$ cat config.mk
export PLATFORM = sky130hd
export DESIGN_NAME = button_debounce_short_long_press
export DESIGN_NICKNAME = d
export VERILOG_FILES = /design/src/design/bdsl_pkg.sv /design/src/design/bdsl_step.sv /design/src/design/button_debounce_short_long_press.sv
export SDC_FILE = /design/constraint.sdc
export NUM_CORES = 1
export LEC_CHECK = 0
export ABC_CLOCK_PERIOD_IN_PS = 5800
export BUFFER_PORTS_ARGS = -buffer_cell sky130_fd_sc_hd__buf_2
export CAP_MARGIN = 10
export CELL_PAD_IN_SITES_DETAIL_PLACEMENT = 0
export CELL_PAD_IN_SITES_GLOBAL_PLACEMENT = 1
export CORE_MARGIN = 5
export CORE_UTILIZATION = 47
export DETAILED_ROUTE_END_ITERATION = 10
export PLACE_DENSITY = 0.8
export SLEW_MARGIN = 20
export SYNTH_ARGS = -nofsm -noshare
export SYNTH_HDL_FRONTEND = slang
export SYNTH_SLANG_ARGS = --single-unit
$ cat constraint.sdc
create_clock -name clk -period 5.8 [get_ports clk]
set_input_delay 0.87 -clock clk [delete_from_list [all_inputs] [get_ports clk]]
set_output_delay 0.87 -clock clk [all_outputs]
set_load 0.02 [all_outputs]
$ cat src/design/bdsl_pkg.sv
`timescale 1ns / 1ps

package bdsl_pkg;

	localparam int COUNT_WIDTH_DEF = 16;
	localparam int THR_W = 16;
	localparam int CFG_IDX_W = 2;

	localparam logic [1:0] ST_RELEASED = 2'd0;
	localparam logic [1:0] ST_LEADING = 2'd1;
	localparam logic [1:0] ST_PRESSED = 2'd2;
	localparam logic [1:0] ST_TRAILING = 2'd3;

	localparam logic [CFG_IDX_W-1:0] CFG_PRESSED_LEVEL = 2'd0;
	localparam logic [CFG_IDX_W-1:0] CFG_REJECT_TICKS = 2'd1;
	localparam logic [CFG_IDX_W-1:0] CFG_LONG_TICKS = 2'd2;

	localparam logic PRESSED_LEVEL_RESET = 1'b0;
	localparam logic [THR_W-1:0] REJECT_RESET = 16'd20;
	localparam logic [THR_W-1:0] LONG_RESET = 16'd1000;
	localparam logic PREV_LEVEL_RESET = 1'b1;

	typedef struct packed {
		logic short_press;
		logic long_press;
		logic [1:0] button_state;
	} result_t;

endpackage

$ cat src/design/bdsl_step.sv
`timescale 1ns / 1ps

module bdsl_step #(
	parameter int COUNT_WIDTH = bdsl_pkg::COUNT_WIDTH_DEF
) (
	input  logic pin_level,
	input  logic pressed_level,
	input  logic [bdsl_pkg::THR_W-1:0] reject_ticks,
	input  logic [bdsl_pkg::THR_W-1:0] long_ticks,
	input  logic [1:0] press_state,
	input  logic previous_level,
	input  logic [COUNT_WIDTH-1:0] since_edge,
	input  logic [COUNT_WIDTH-1:0] since_leading,
	output logic [COUNT_WIDTH-1:0] next_since_edge,
	output logic [COUNT_WIDTH-1:0] next_since_leading,
	output bdsl_pkg::result_t result
);

	localparam int CMP_W = (COUNT_WIDTH > bdsl_pkg::THR_W) ? COUNT_WIDTH : bdsl_pkg::THR_W;
	localparam logic [COUNT_WIDTH-1:0] CNT_MAX = {COUNT_WIDTH{1'b1}};

	always_comb begin
		logic [1:0] st;
		logic [COUNT_WIDTH-1:0] se;
		logic [COUNT_WIDTH-1:0] sl;
		logic shortp;
		logic longp;
		logic released_level;
		released_level = ~pressed_level;
		shortp = 1'b0;
		longp = 1'b0;
		st = press_state;
		se = (since_edge == CNT_MAX) ? CNT_MAX : since_edge + COUNT_WIDTH'(1);
		sl = (since_leading == CNT_MAX) ? CNT_MAX : since_leading + COUNT_WIDTH'(1);

		if (st == bdsl_pkg::ST_RELEASED && previous_level != pressed_level &&
				pin_level == pressed_level) begin
			st = bdsl_pkg::ST_LEADING;
			se = '0;
		end else if (st == bdsl_pkg::ST_PRESSED && previous_level != released_level &&
				pin_level == released_level) begin
			st = bdsl_pkg::ST_TRAILING;
			se = '0;
		end

		if ((st == bdsl_pkg::ST_LEADING || st == bdsl_pkg::ST_TRAILING) &&
				CMP_W'(se) > CMP_W'(reject_ticks)) begin
			if (st == bdsl_pkg::ST_LEADING) begin
				if (pin_level != pressed_level) begin
					st = bdsl_pkg::ST_RELEASED;
				end else begin
					st = bdsl_pkg::ST_PRESSED;
					sl = se;
				end
			end else begin
				if (pin_level != released_level) begin
					st = bdsl_pkg::ST_PRESSED;
				end else begin
					shortp = 1'b1;
					st = bdsl_pkg::ST_RELEASED;
				end
			end
		end

		if (st == bdsl_pkg::ST_PRESSED && CMP_W'(sl) > CMP_W'(long_ticks)) begin
			longp = 1'b1;
			st = bdsl_pkg::ST_RELEASED;
		end

		next_since_edge = se;
		next_since_leading = sl;
		result.short_press = shortp;
		result.long_press = longp;
		result.button_state = st;
	end

endmodule

$ cat src/design/button_debounce_short_long_press.sv
`timescale 1ns / 1ps

// Push-button debouncer with short and long press detection. Each request is one
// millisecond sample of the pin; it lands in an input register, passes through the
// combinational state machine logic and is registered in the result register, so
// one request is taken in every cycle while the output side keeps up. The input
// register takes a new request while a result still waits, if it is itself empty.
// Configuration writes are accepted in any cycle.
module button_debounce_short_long_press #(
	parameter int COUNT_WIDTH = bdsl_pkg::COUNT_WIDTH_DEF
) (
	input  logic clk,
	input  logic arst_n,
	input  logic in_valid,
	output logic in_ready,
	input  logic pin_level,
	output logic out_valid,
	input  logic out_ready,
	output logic short_press,
	output logic long_press,
	output logic [1:0] button_state,
	input  logic cfg_valid,
	output logic cfg_ready,
	input  logic [bdsl_pkg::CFG_IDX_W-1:0] cfg_index,
	input  logic [bdsl_pkg::THR_W-1:0] cfg_data
);

	logic pressed_level_q;
	logic [bdsl_pkg::THR_W-1:0] reject_ticks_q;
	logic [bdsl_pkg::THR_W-1:0] long_ticks_q;

	logic [1:0] press_state_q;
	logic previous_level_q;
	logic [COUNT_WIDTH-1:0] since_edge_q;
	logic [COUNT_WIDTH-1:0] since_leading_q;

	logic valid_s1;
	logic pin_level_s1;
	logic valid_s2;
	bdsl_pkg::result_t result_s2;

	logic advance;
	logic [COUNT_WIDTH-1:0] next_since_edge;
	logic [COUNT_WIDTH-1:0] next_since_leading;
	bdsl_pkg::result_t result;

	assign advance = valid_s1 && (!valid_s2 || out_ready);
	assign in_ready = !valid_s1 || advance;
	assign cfg_ready = 1'b1;

	assign out_valid = valid_s2;
	assign short_press = result_s2.short_press;
	assign long_press = result_s2.long_press;
	assign button_state = result_s2.button_state;

	bdsl_step #(
		.COUNT_WIDTH(COUNT_WIDTH)
	) u_step (
		.pin_level(pin_level_s1),
		.pressed_level(pressed_level_q),
		.reject_ticks(reject_ticks_q),
		.long_ticks(long_ticks_q),
		.press_state(press_state_q),
		.previous_level(previous_level_q),
		.since_edge(since_edge_q),
		.since_leading(since_leading_q),
		.next_since_edge(next_since_edge),
		.next_since_leading(next_since_leading),
		.result(result)
	);

	always_ff @(posedge clk or negedge arst_n) begin
		if (!arst_n) begin
			pressed_level_q <= bdsl_pkg::PRESSED_LEVEL_RESET;
			reject_ticks_q <= bdsl_pkg::REJECT_RESET;
			long_ticks_q <= bdsl_pkg::LONG_RESET;
		end else if (cfg_valid) begin
			unique case (cfg_index)
				bdsl_pkg::CFG_PRESSED_LEVEL: pressed_level_q <= cfg_data[0];
				bdsl_pkg::CFG_REJECT_TICKS: reject_ticks_q <= cfg_data;
				bdsl_pkg::CFG_LONG_TICKS: long_ticks_q <= cfg_data;
				default: ;
			endcase
		end
	end

	always_ff @(posedge clk or negedge arst_n) begin
		if (!arst_n) begin
			press_state_q <= bdsl_pkg::ST_RELEASED;
			previous_level_q <= bdsl_pkg::PREV_LEVEL_RESET;
			since_edge_q <= '0;
			since_leading_q <= '0;
			valid_s1 <= 1'b0;
			valid_s2 <= 1'b0;
		end else begin
			if (in_ready) begin
				valid_s1 <= in_valid;
			end
			if (advance) begin
				valid_s2 <= 1'b1;
				press_state_q <= result.button_state;
				previous_level_q <= pin_level_s1;
				since_edge_q <= next_since_edge;
				since_leading_q <= next_since_leading;
			end else if (out_ready) begin
				valid_s2 <= 1'b0;
			end
		end
	end

	always_ff @(posedge clk) begin
		if (in_ready && in_valid) begin
			pin_level_s1 <= pin_level;
		end
		if (advance) begin
			result_s2 <= result;
		end
	end

endmodule

==> impl_metrics.yaml <==
die:
  io_pins: 31
  die-area_um2: 12300
  initial_utilization_pct: 48.5
  die_width_um: 111
  row_count: 36
  die_y_um: 111
  core_um2: 9860
route:
  routed_wl_mm: 11.6
  drc: 0
  num_vias: 3937
  drtIter0Drc: 202
  drtAntennaViolNets: 0
  dr.pass1.iters: 5
  via_per_inst: 5.61
  wl_per_cell_um: 16.5
global_routing:
  antenna_found_initial: 0
  grt_pass1_wl_mm: 19.2
  grt_overflow: 0
  grt_max_degree: 71
  grt_pass1_vias: 3836
  track_usage_pct: 19.3
min_path:
  hold_path_class: "reg -> reg"
cts:
  clk_pin_slew_ps: 80
  cts_buffers: 9
  htreeDepth: 3
  clock-sinks: 75
  cts.path.max_buffers: 2
  hold_buffers: 0
  cts_tree: "built"
  clkLatencyLatePin_ps: 350
  cts-root-buf: "clkbuf_8"
logic_synthesis:
  syn_nets: 581
  ys_types: 57
  synthArstFlopShare_pct: 93.3
  synth.cell_area_um2: 4780
  synthCells: 523
  avgSynthCellArea_um2: 9.14
  synth_ff_type: "dfrtp_1"
  synth_edf_count: 5
  yosys_warnings: 0
  ys_seq_elements: 75
  synth-seq-area-share_pct: 40.0
sta:
  fin_skew_ps: 10.5
  max-slew-margin-rel_pct: 39.3
  setup-tns-final_ps: 0
  worst_pin_slew_ps: 911
  rsz0062_at_grt: "no"
  worst_slack_ps: 398
  min_period_over_period_pct: 93.1
  hold_violations: 0
  setup_viol: 0
  fmax_mhz: 185
  drv_slew: 0
  fin_crit_ps: 5400
layout:
  final_common_cell: "nand2_1"
  fillers: 920
  register_area_um2: 1910
  layout_common_cells: "67 x nand2_1, 61 x dfrtp_1, 46 x inv_1"
  drive_above_1_share_pct: 20.9
  antenna_cells: 0
  layout.nets: 622
  syn2layout_area_growth_pct: 12.7
  multi_input_area_um2: 2630
power_and_ir_drop:
  worst_ir_drop_vdd_uv: 138
  power_density_nw_per_um2: 291
  p_leak_nw: 2.61
  power_w: 0.00157
worst_setup_path:
  cp_cell_sequence: "xnor2_1, mux2i_1, nor2b_1, buf_4, a311o_1, inv_1, ha_1, and4_1, and2_1, and3_1, or4_4, or2_0, buf_4, mux2_4, ha_1, nand4_1, or4_1, nand2_1, nor3_1, o32ai_1"
  cp_data_arrival_time_ps: 5550
  crit_type: "reg -> reg"
  cp_slowest_cell: "or4_1"
  critical_path.max_stage_delay_ps: 500
  required_ps: 5950
  crit_path_end_kind: "flop"
  cp-start-kind: "flop"
  cp_max_fo: 16
place:
  dp_worst_setup_slack_ps: 138
  port_buffers: 29
  hpwl_mm: 8.66
  gp_congestion: 0.911
run:
  drv_cap: 0
run_status:
  outcome: "finished clean"
## cells in the mapped netlist, types with 11 or more instances
library cell  count  area (um2)
nand4_1          11        68.8
xnor2_1          11        96.3
inv_1            46         173
dfrtp_1          61        1530
nor2_1           35         131
nand2_1          67         251
ha_1             34         425
nand3_1          20         100
o21ai_0          18        90.1
clkbuf_1         15        56.3
a21oi_1          36         180
mux2_2           35         394
## metrics by stage
stage          hold WS [ps]  util [%]  cells  instance area [um2]
6_report                488      54.6    702                 5390
5_1_grt                 511      54.6    702                 5390
4_1_cts                 488      54.1    698                 5340
3_5_place_dp            474      52.1    682                 5140
3_3_place_gp            463      52.1    682                 5140
2_1_floorplan           444         -    523                 4780
## what timing repair did
| action | 4_1_cts | 5_1_grt |
|---|---|---|
| buffers inserted | 0 | 4 |
| endpoints found under the hold margin | 0 | 0 |
| setup endpoints to repair | 0 | 3 |
| resized for setup | 0 | 4 |
## sequential cells by signal (all words and copies together) (netlist names), 2 cells and up
register and count:
button_state 2, reject_ticks_q 16, since_edge_q 16, press_state_q 2
long_ticks_q 16, since_leading_q 16
## kinds of logic (layout without fill, tap and decap cells)
family                     Yosys count  after routing  synth area share (%)
AOI/OAI and AO/OA                  104            104                  13.8
DFF                                 75             75                  40.0
adders and majority gates           34             34                  8.90
and+or+nand+nor                    182            182                  18.5
other                                1              1                0.0784
buffers and inverters               67            113                  5.44
muxes                               42             42                  9.92
xor gates and xnor gates            18             18                  3.30
## layer usage
| layer | GRT usage [%] | routed length [um] | vias up | part of all wire [%] |
|---|---|---|---|---|
| met1 | 27.4 | 5550 | 1891 | 48 |
| met2 | 29.5 | 5240 | 103 | 45 |
| met4 | 8.05 | 223 | 0 | 1.9 |
| met5 | 0 | 0 | - | 0 |
| li1 | - | - | 1927 | - |
| met3 | 3.00 | 569 | 16 | 4.9 |
## critical path: cells and delay by family, from the launching register on
family | cells | cell delay [ps]
xor+xnor | 1 | 220
buf+inv | 3 | 510
compound gates | 2 | 520
mux | 2 | 590
fa+ha+maj | 2 | 620
simple gates | 10 | 2280
flops | 1 | 460
## final cells by class
| class | count | share of cell area (%) |
|---|---|---|
| Multi-Input combinational cell | 381 | 48.8 |
| Sequential cell | 75 | 35.5 |
| Timing Repair Buffer | 50 | 5.62 |
| Inverter | 47 | 3.27 |
| Tap cell | 133 | 3.09 |
| Clock buffer | 11 | 2.62 |
| Clock inverter | 5 | 1.14 |
## power breakdown
group | internal (W) | total (W) | switching, W
Combinational | 0.000207 | 0.000466 | 0.000259
Sequential | 0.000620 | 0.000690 | 0.0000697
Clock | 0.000212 | 0.000411 | 0.000199
Total | 0.00104 | 0.00157 | 0.000528
## worst paths after layout
path	start	slack, ps	end	cells past startpoint
max in group asynchronous	arst_n	4470	since_leading_q[9]	2
setup reg to reg	press_state_q[1]	400	button_state[1]	20
hold reg to reg	previous_level_q	490	previous_level_q	2
min in group asynchronous	arst_n	730	since_edge_q[6]	2
hold / removal	previous_level_q	490	previous_level_q	2
setup / recovery	press_state_q[1]	400	button_state[1]	20
(Power assumes the default switching activity.)
